<file path="src/design/t2u8_pkg.sv">
`default_nettype none

package t2u8_pkg;

   // source encodings
   localparam logic [1:0] ENC_LATIN1 = 2'd0;
   localparam logic [1:0] ENC_UTF8   = 2'd1;
   localparam logic [1:0] ENC_UTF16  = 2'd2;

   // position within the start of a string
   localparam logic [1:0] START_FIRST  = 2'd0;
   localparam logic [1:0] START_HELD1  = 2'd1;
   localparam logic [1:0] START_HELD2  = 2'd2;
   localparam logic [1:0] START_STREAM = 2'd3;

   localparam logic [7:0] BOM8_B0 = 8'hEF;
   localparam logic [7:0] BOM8_B1 = 8'hBB;
   localparam logic [7:0] BOM8_B2 = 8'hBF;
   localparam logic [7:0] BOM16_FF = 8'hFF;
   localparam logic [7:0] BOM16_FE = 8'hFE;

   localparam logic [20:0] CP_REPLACEMENT = 21'h00FFFD;
   localparam logic [20:0] CP_MAX         = 21'h10FFFF;
   localparam logic [20:0] CP_SUPP_BASE   = 21'h010000;

   localparam int MAX_BYTES = 6;
   localparam int CNT_W     = $clog2(MAX_BYTES + 1);

   typedef struct packed {
      logic [2:0]      n;
      logic [3:0][7:0] b;
   } utf8_seq_type;

   // one code point to one to four UTF-8 bytes; surrogates and out-of-range give U+FFFD
   function automatic utf8_seq_type utf8_encode(input logic [20:0] cp_raw);
      logic [20:0]  cp;
      utf8_seq_type r;
      cp = cp_raw;
      if ((cp >= 21'h00D800 && cp <= 21'h00DFFF) || cp > CP_MAX) cp = CP_REPLACEMENT;
      r.b = '0;
      if (cp < 21'h000080) begin
         r.n    = 3'd1;
         r.b[0] = {1'b0, cp[6:0]};
      end else if (cp < 21'h000800) begin
         r.n    = 3'd2;
         r.b[0] = {3'b110, cp[10:6]};
         r.b[1] = {2'b10, cp[5:0]};
      end else if (cp < CP_SUPP_BASE) begin
         r.n    = 3'd3;
         r.b[0] = {4'b1110, cp[15:12]};
         r.b[1] = {2'b10, cp[11:6]};
         r.b[2] = {2'b10, cp[5:0]};
      end else begin
         r.n    = 3'd4;
         r.b[0] = {5'b11110, cp[20:18]};
         r.b[1] = {2'b10, cp[17:12]};
         r.b[2] = {2'b10, cp[11:6]};
         r.b[3] = {2'b10, cp[5:0]};
      end
      return r;
   endfunction

endpackage

`default_nettype wire

</file>
<file path="src/design/text_to_utf8_transcoder.sv">
`default_nettype none

// Text to UTF-8 transcoder. Source bytes arrive one per beat on req_, with the
// encoding on req_tuser sampled at the first byte of each string and req_tlast
// closing the string; UTF-8 bytes leave one per beat on rsp_, with rsp_tlast on
// the final byte caused by an input byte and rsp_tuser on it when that input
// byte closed the string. A byte is taken into an input register, converted in
// one pass into a burst of up to six result bytes, then drained through the
// single-byte result port. Each input byte yields zero to six result bytes,
// typically one to three, with the result port setting the sustained rate; bytes
// that yield nothing do not wait for it. Each byte is held in the input register
// and its burst in the result buffer. Input is taken while the previous burst drains.
module text_to_utf8_transcoder (
   input  wire logic       clock,
   input  wire logic       reset,
   input  wire logic       req_tvalid,
   output logic            req_tready,
   input  wire logic [7:0] req_tdata,   // [7:0] data_byte
   input  wire logic [1:0] req_tuser,   // [1:0] encoding
   input  wire logic       req_tlast,   // last_byte
   output logic            rsp_tvalid,
   input  wire logic       rsp_tready,
   output logic [7:0]      rsp_tdata,   // [7:0] utf8_byte
   output logic            rsp_tuser,   // end_of_string
   output logic            rsp_tlast    // last_of_run
);
   import t2u8_pkg::*;

   // input register
   logic       in_vld_ff, in_vld_in;
   logic [7:0] in_byte_ff;
   logic [1:0] in_enc_ff;
   logic       in_last_ff;

   // string state
   logic [1:0] enc_ff, enc_in;
   logic [1:0] start_ff, start_in;
   logic       be_ff, be_in;
   logic [7:0] half_ff, half_in;
   logic       half_vld_ff, half_vld_in;
   logic [9:0] hi_ff, hi_in;
   logic       hi_vld_ff, hi_vld_in;

   // result burst
   logic [MAX_BYTES-1:0][7:0] buf_ff;
   logic [CNT_W-1:0]          cnt_ff;
   logic [CNT_W-1:0]          idx_ff;
   logic                      eos_ff;
   logic                      buf_vld_ff;

   logic [1:0]                enc;
   logic [1:0]                a_n;
   logic [2:0][7:0]           a_b;
   logic                      b_use;
   logic [20:0]               b_cp;
   logic [15:0]               unit;
   logic                      bom;
   logic                      paired;
   utf8_seq_type              seq;
   logic [2:0]                b_n;
   logic [CNT_W-1:0]          res_n;
   logic [MAX_BYTES-1:0][7:0] res;
   logic [2:0]                j;

   logic pop, pop_last, move;

   always_comb begin
      enc         = (start_ff == START_FIRST) ? in_enc_ff : enc_ff;
      enc_in      = enc;
      start_in    = start_ff;
      be_in       = be_ff;
      half_in     = half_ff;
      half_vld_in = half_vld_ff;
      hi_in       = hi_ff;
      hi_vld_in   = hi_vld_ff;
      a_n         = 2'd0;
      a_b         = '0;
      b_use       = 1'b0;
      b_cp        = '0;
      bom         = 1'b0;
      paired      = 1'b0;
      unit        = be_ff ? {half_ff, in_byte_ff} : {in_byte_ff, half_ff};

      case (enc)
         ENC_LATIN1: begin
            start_in = START_STREAM;
            b_use    = 1'b1;
            b_cp     = {13'd0, in_byte_ff};
         end
         ENC_UTF8: begin
            case (start_ff)
               START_FIRST: begin
                  if (in_byte_ff == BOM8_B0) begin
                     start_in = START_HELD1;
                  end else begin
                     a_n      = 2'd1;
                     a_b[0]   = in_byte_ff;
                     start_in = START_STREAM;
                  end
               end
               START_HELD1: begin
                  if (in_byte_ff == BOM8_B1) begin
                     start_in = START_HELD2;
                  end else begin
                     a_n      = 2'd2;
                     a_b[0]   = BOM8_B0;
                     a_b[1]   = in_byte_ff;
                     start_in = START_STREAM;
                  end
               end
               START_HELD2: begin
                  if (in_byte_ff != BOM8_B2) begin
                     a_n    = 2'd3;
                     a_b[0] = BOM8_B0;
                     a_b[1] = BOM8_B1;
                     a_b[2] = in_byte_ff;
                  end
                  start_in = START_STREAM;
               end
               default: begin
                  a_n    = 2'd1;
                  a_b[0] = in_byte_ff;
               end
            endcase
            // a partial mark still held at the end of the string is flushed
            if (in_last_ff && start_in == START_HELD1) begin
               a_n    = 2'd1;
               a_b[0] = BOM8_B0;
            end else if (in_last_ff && start_in == START_HELD2) begin
               a_n    = 2'd2;
               a_b[0] = BOM8_B0;
               a_b[1] = BOM8_B1;
            end
         end
         ENC_UTF16: begin
            if (!half_vld_ff) begin
               half_in     = in_byte_ff;
               half_vld_in = 1'b1;
               if (start_ff == START_FIRST) start_in = START_HELD1;
            end else begin
               half_vld_in = 1'b0;
               if (start_ff == START_HELD1) begin
                  start_in = START_STREAM;
                  if (half_ff == BOM16_FF && in_byte_ff == BOM16_FE) begin
                     be_in = 1'b0;
                     bom   = 1'b1;
                  end else if (half_ff == BOM16_FE && in_byte_ff == BOM16_FF) begin
                     bom = 1'b1;
                  end
               end
               if (!bom) begin
                  if (hi_vld_ff) begin
                     hi_vld_in = 1'b0;
                     if (unit >= 16'hDC00 && unit <= 16'hDFFF) begin
                        paired = 1'b1;
                        b_use  = 1'b1;
                        b_cp   = CP_SUPP_BASE + {1'b0, hi_ff, unit[9:0]};
                     end else begin
                        // unpaired high surrogate: U+FFFD ahead of this unit
                        a_n    = 2'd3;
                        a_b[0] = 8'hEF;
                        a_b[1] = 8'hBF;
                        a_b[2] = 8'hBD;
                     end
                  end
                  if (!paired) begin
                     if (unit >= 16'hD800 && unit <= 16'hDBFF) begin
                        hi_in     = unit[9:0];
                        hi_vld_in = 1'b1;
                     end else begin
                        b_use = 1'b1;
                        b_cp  = {5'd0, unit};
                     end
                  end
               end
            end
            if (in_last_ff && hi_vld_in) begin
               hi_vld_in = 1'b0;
               b_use     = 1'b1;
               b_cp      = CP_REPLACEMENT;
            end
         end
         default: begin
            start_in = START_STREAM;
         end
      endcase

      if (in_last_ff) begin
         start_in    = START_FIRST;
         be_in       = 1'b1;
         half_vld_in = 1'b0;
         hi_vld_in   = 1'b0;
      end
   end

   // fixed bytes first, then the encoded code point
   always_comb begin
      seq   = utf8_encode(b_cp);
      b_n   = b_use ? seq.n : 3'd0;
      res_n = CNT_W'({1'b0, a_n} + b_n);
      res   = '0;
      j     = '0;
      for (int i = 0; i < MAX_BYTES; i++) begin
         j = 3'(i) - {1'b0, a_n};
         if (3'(i) < {1'b0, a_n}) begin
            res[i] = a_b[i[1:0]];
         end else if (j < 3'd4) begin
            res[i] = seq.b[j[1:0]];
         end
      end
   end

   assign rsp_tvalid = buf_vld_ff;
   assign rsp_tdata  = buf_ff[idx_ff];
   assign rsp_tlast  = (idx_ff == cnt_ff - CNT_W'(1));
   assign rsp_tuser  = eos_ff & rsp_tlast;

   assign pop        = rsp_tvalid & rsp_tready;
   assign pop_last   = pop & rsp_tlast;
   assign move       = in_vld_ff & (!buf_vld_ff | pop_last | (res_n == '0));
   assign req_tready = !in_vld_ff | move;
   assign in_vld_in  = (req_tvalid & req_tready) | (in_vld_ff & !move);

   always_ff @(posedge clock) begin
      if (req_tvalid && req_tready) begin
         in_byte_ff <= req_tdata;
         in_enc_ff  <= req_tuser;
         in_last_ff <= req_tlast;
      end
      if (move) begin
         half_ff <= half_in;
         hi_ff   <= hi_in;
      end
      if (move && res_n != '0) begin
         buf_ff <= res;
         cnt_ff <= res_n;
         eos_ff <= in_last_ff;
      end
   end

   always_ff @(posedge clock) begin
      if (reset) begin
         in_vld_ff   <= 1'b0;
         buf_vld_ff  <= 1'b0;
         idx_ff      <= '0;
         enc_ff      <= ENC_LATIN1;
         start_ff    <= START_FIRST;
         be_ff       <= 1'b1;
         half_vld_ff <= 1'b0;
         hi_vld_ff   <= 1'b0;
      end else begin
         in_vld_ff <= in_vld_in;
         if (move) begin
            enc_ff      <= enc_in;
            start_ff    <= start_in;
            be_ff       <= be_in;
            half_vld_ff <= half_vld_in;
            hi_vld_ff   <= hi_vld_in;
         end
         if (move && res_n != '0) begin
            buf_vld_ff <= 1'b1;
            idx_ff     <= '0;
         end else if (pop_last) begin
            buf_vld_ff <= 1'b0;
         end else if (pop) begin
            idx_ff <= idx_ff + CNT_W'(1);
         end
      end
   end

endmodule

`default_nettype wire

</file>
<file path="config.mk">
export PLATFORM = sky130hd
export DESIGN_NAME = text_to_utf8_transcoder
export DESIGN_NICKNAME = d
export VERILOG_FILES = /design/src/design/t2u8_pkg.sv /design/src/design/text_to_utf8_transcoder.sv
export SDC_FILE = /design/constraint.sdc
export NUM_CORES = 1
export LEC_CHECK = 0
export ABC_AREA = 0
export CELL_PAD_IN_SITES_DETAIL_PLACEMENT = 1
export CELL_PAD_IN_SITES_GLOBAL_PLACEMENT = 2
export CORE_ASPECT_RATIO = 1.2
export CORE_MARGIN = 8
export CORE_UTILIZATION = 30
export DETAILED_ROUTE_END_ITERATION = 8
export DONT_BUFFER_PORTS = 1
export GPL_TIMING_DRIVEN = 0
export MAX_ROUTING_LAYER = met4
export PLACE_DENSITY = 0.65
export SYNTH_ARGS = -nofsm -noshare
export SYNTH_HDL_FRONTEND = slang
export SYNTH_SLANG_ARGS = --single-unit
</file>
<file path="constraint.sdc">
create_clock -name clock -period 18.09 [get_ports clock]
set_clock_uncertainty 0.1 [all_clocks]
set_input_delay 1.809 -clock clock [delete_from_list [all_inputs] [get_ports clock]]
set_output_delay 1.809 -clock clock [all_outputs]
set_load 0.01 [all_outputs]
</file>
==> metrics.md <==
| Metric | Value |
|---|---|
| Status | completed |
| P&R area growth vs syn | 10.4% |
| Crit Reg-Reg Endpoint | half_ff[6]$_DFFE_PP_ |
| Routed WL per cell | about 23 µm |
| Via count | 5703 |
| Tot GR Track Use | 0.183 |
| Core ar. | 21600 µm² |
| Peak supply drop | around 0.044 mV |
| Clk_lat worst skew | 0.36 ns |
| CP Capture Type | output pin |
| Hold_ws | 0.351 ns |
| CTS tree | yes |
| Top-count cell post-synth | edfxtp_1 |
| Finished Layout Cells | roughly 1000 |
| Initial antenna violation count | 0 |
| LEAKAGE | 2.55 nW |
| Io pins | 27 |
| Yosys top cell by area | edfxtp_1 |
| Final Critical Period | roughly 8.4 ns |
| Sequential share of the synthesized area | 0.408 |
| Syn nets | 732 |
| Setup repair bufs after CTS | 0 |
| Synth top area share | 0.372 |
| Async S/R FF share, synth | 0 |
| Die H | 178 µm |
| Worst min-delay path class | reg -> reg |
| Critical R2R Launch | start_ff[0]$_SDFFE_PP0P_ |
| Num rows | 59 |
| HP Start | in_byte_ff[3]$_DFFE_PP_ |
| # port buffers | 0 |
| Crit path from | start_ff[0]$_SDFFE_PP0P_ |
| PwrDens | between 70 and 80 nW/µm² |
| Post-synthesis cell count | ~700 |
| Die width | about 150 µm |
| Crit path arrival time | roughly 6.5 ns |
| Synth top area cells | edfxtp_1, mux2i_1, nand2_1 |
| Dpl hpwl | ~18 mm |
| Worst Reg2Reg Path Length in Cells | 22 |
| Cts hold-fix bufs | 0 |
| Slew HR | 0.248 |
| Startpoint type of the worst setup path | flip-flop |
| Post-detailed-route count of antenna-violating nets | 0 |
| GRT overflow | 0 |
| Mapped Area | between 6000 and 7000 µm² |
| Total wire length | approximately 23 mm |
| # resized after CTS | 0 |
| Setup tns final | 0 ns |
| DRC errors left | 0 |
| First-pass GRT wire length | 36.1 mm |
| RSZ-0062 raised after global routing | no |
| F_max | between 100 and 150 MHz |
| CP Data Required Time | 16.18 ns |
| Clock tree buffer depth | 2 |
| Final setup vio count | 0 |
| Number of synthesized flops with an enable pin | 81 |
| Max Cap Violations | 0 |
| Die ar. | ~27000 µm² |
| Net Sw Frac | 0.300 |
| GP Congestion | roughly 0.90 |
| Total power | between 0.5 and 0.6 mW |
| Clock sinks | slightly above 90 |
| Number of DRC markers in iteration 0 | about 320 |
| Post-synth top cells | edfxtp_1, nand2_1, nor2_1 |
| Vias in the first global route | just under 6000 |
| Yosys cell types | 84 |
| Vias/cell | 5.74 |
| Max Slew Vio Count | 0 |
| Synth warn | 0 |
| Power share of the clock group | 0.354 |
| Reg power frac | 0.449 |
| Fin nets | about 740 |
| Placed cell count | around 1000 |
| Drt pass-1 iters | 5 |
| # diodes | 0 |
| Tcrit/Tclk final | 0.464 |
| Root buffer cell | clkbuf_16 |
| Slew @ Worst Pin | 1.13 ns |
| CTS H-tree lvls | 3 |
| Sw Pwr | around 0.17 mW |
| Critical Path Sink | req_tready |
| Starting Density | 0.304 |
| Number of CTS-inserted buffers | 9 |
| CP Max Fanout | 10 |
| Syn Area/Cell | 9.31 µm² |
| Main synth FF type | edfxtp_1 |
| CTS clock-pin slew for the worst setup and hold paths | around 0.070 ns |
| Flops & latches, synth | slightly above 90 |
| Largest net degree at the start of global routing | 38 |
| Layout cells sized above 1 | 0.0958 |
| Final Hold Viols | 0 |
| Worst setup path class | reg -> out |
| R2R setup slack | between 10 and 15 ns |
| Int Pwr | slightly below 0.4 mW |
| Combinational power share | 0.197 |
[cell usage in the layout, fill, tap and decap left out, types with 13 or more instances in the layout]
cell      netlist  layout
o21ai_0        34      34
nor2_1         61      60
nand3_1        24      24
inv_1          31      31
a21oi_1        54      54
o22ai_1        13      13
mux2_2         18      18
mux2i_1        29      29
nand2_1        77      77
ha_1           13      13
clkbuf_1       34      34
nor3_1         13      13
edfxtp_1       81      81
[critical path, cell delays in order (launching register included)]
cell	delay (ns)
dfxtp_1	0.34
inv_1	0.11
ha_1	0.33
mux2_2	0.39
inv_1	0.10
ha_1	0.18
clkbuf_1	0.38
nand2_1	0.38
nor4b_1	0.42
o211ai_1	0.17
nor4_1	0.68
nor2_1	0.39
nand3_1	0.33
nor2_1	0.19
or3_1	0.42
fa_1	0.51
inv_1	0.05
nor3_1	0.35
or2_1	0.20
inv_1	0.06
nand2_1	0.13
[logic make-up (layout without fill, tap and decap cells)]
logic type,count (synthesis),after routing,share of synthesized area
AOI/OAI and AO/OA,197,197,0.203
xor gates and xnor gates,11,11,0.0147
adders and majority gates,14,14,0.0279
buffers and inverters,81,98,0.0512
DFF,93,93,0.408
muxes,55,55,0.103
other,1,1,0.000573
and+or+nand+nor,251,251,0.192
[how the worst min path moves through the flow]
| stage | endpoint | slack, ns | depth (start not counted) |
|---|---|---|---|
| final | half_ff[3]$_DFFE_PP_ | 0.35 | 0 |
| after global routing | half_ff[1]$_DFFE_PP_ | 0.37 | 0 |
| after CTS | half_ff[3]$_DFFE_PP_ | 0.36 | 0 |
| after detailed placement | half_ff[1]$_DFFE_PP_ | 0.34 | 0 |
| after global placement | half_ff[3]$_DFFE_PP_ | 0.33 | 0 |
| after floorplan | half_ff[3]$_DFFE_PP_ | 0.32 | 0 |
[per-layer routing]
layer | wire, µm | track usage | up-vias
met2 | 11700 | 0.307 | 130
li1 | - | - | 2680
met4 | 1080 | 0.0942 | 0
met1 | 9710 | 0.209 | 2839
met5 | 0 | - | -
met3 | 796 | 0.0258 | 54
[state kept, by name, indices dropped and copies added (netlist names)]
signal       flops
in_byte_ff       8
rsp_tvalid       1
idx_ff           3
eos_ff           1
half_ff          8
be_ff            1
in_enc_ff        2
buf_ff          48
in_vld_ff        1
half_vld_ff      1
start_ff         2
hi_ff           10
cnt_ff           3
in_last_ff       1
hi_vld_ff        1
enc_ff           2
[power groups by stage]
stage | clock (mW) | sequential [mW] | combinational (mW)
final | 0.201 | 0.255 | 0.112
after global routing | 0.213 | 0.256 | 0.123
after CTS | 0.207 | 0.255 | 0.112
after detailed placement | 0 | 0.260 | 0.112
after global placement | 0 | 0.260 | 0.108
after floorplan | 0 | 0.259 | 0.0774
[layout make-up]
class / instances / area (µm²)
plain buffers: 49 / 215
multi-input cells: 529 / 3550
inverters: 32 / 120
fillers: 2534 / 14300
flip-flops and latches: 93 / 2670
well taps: 274 / 343
clock buffers: 11 / 275
clock inverters: 5 / 36.3
repair buffers: 1 / 20.0
[through the flow]
stage,util,setup slack [ns],cell area (µm²)
floorplan,-,10.87,6550
global placement,0.320,8.70,6890
detailed placement,0.321,10.20,6920
CTS,0.335,9.78,7230
global route,0.335,9.31,7230
finish,0.335,9.70,7230
No activity file was read; power rests on OpenSTA's default activity.
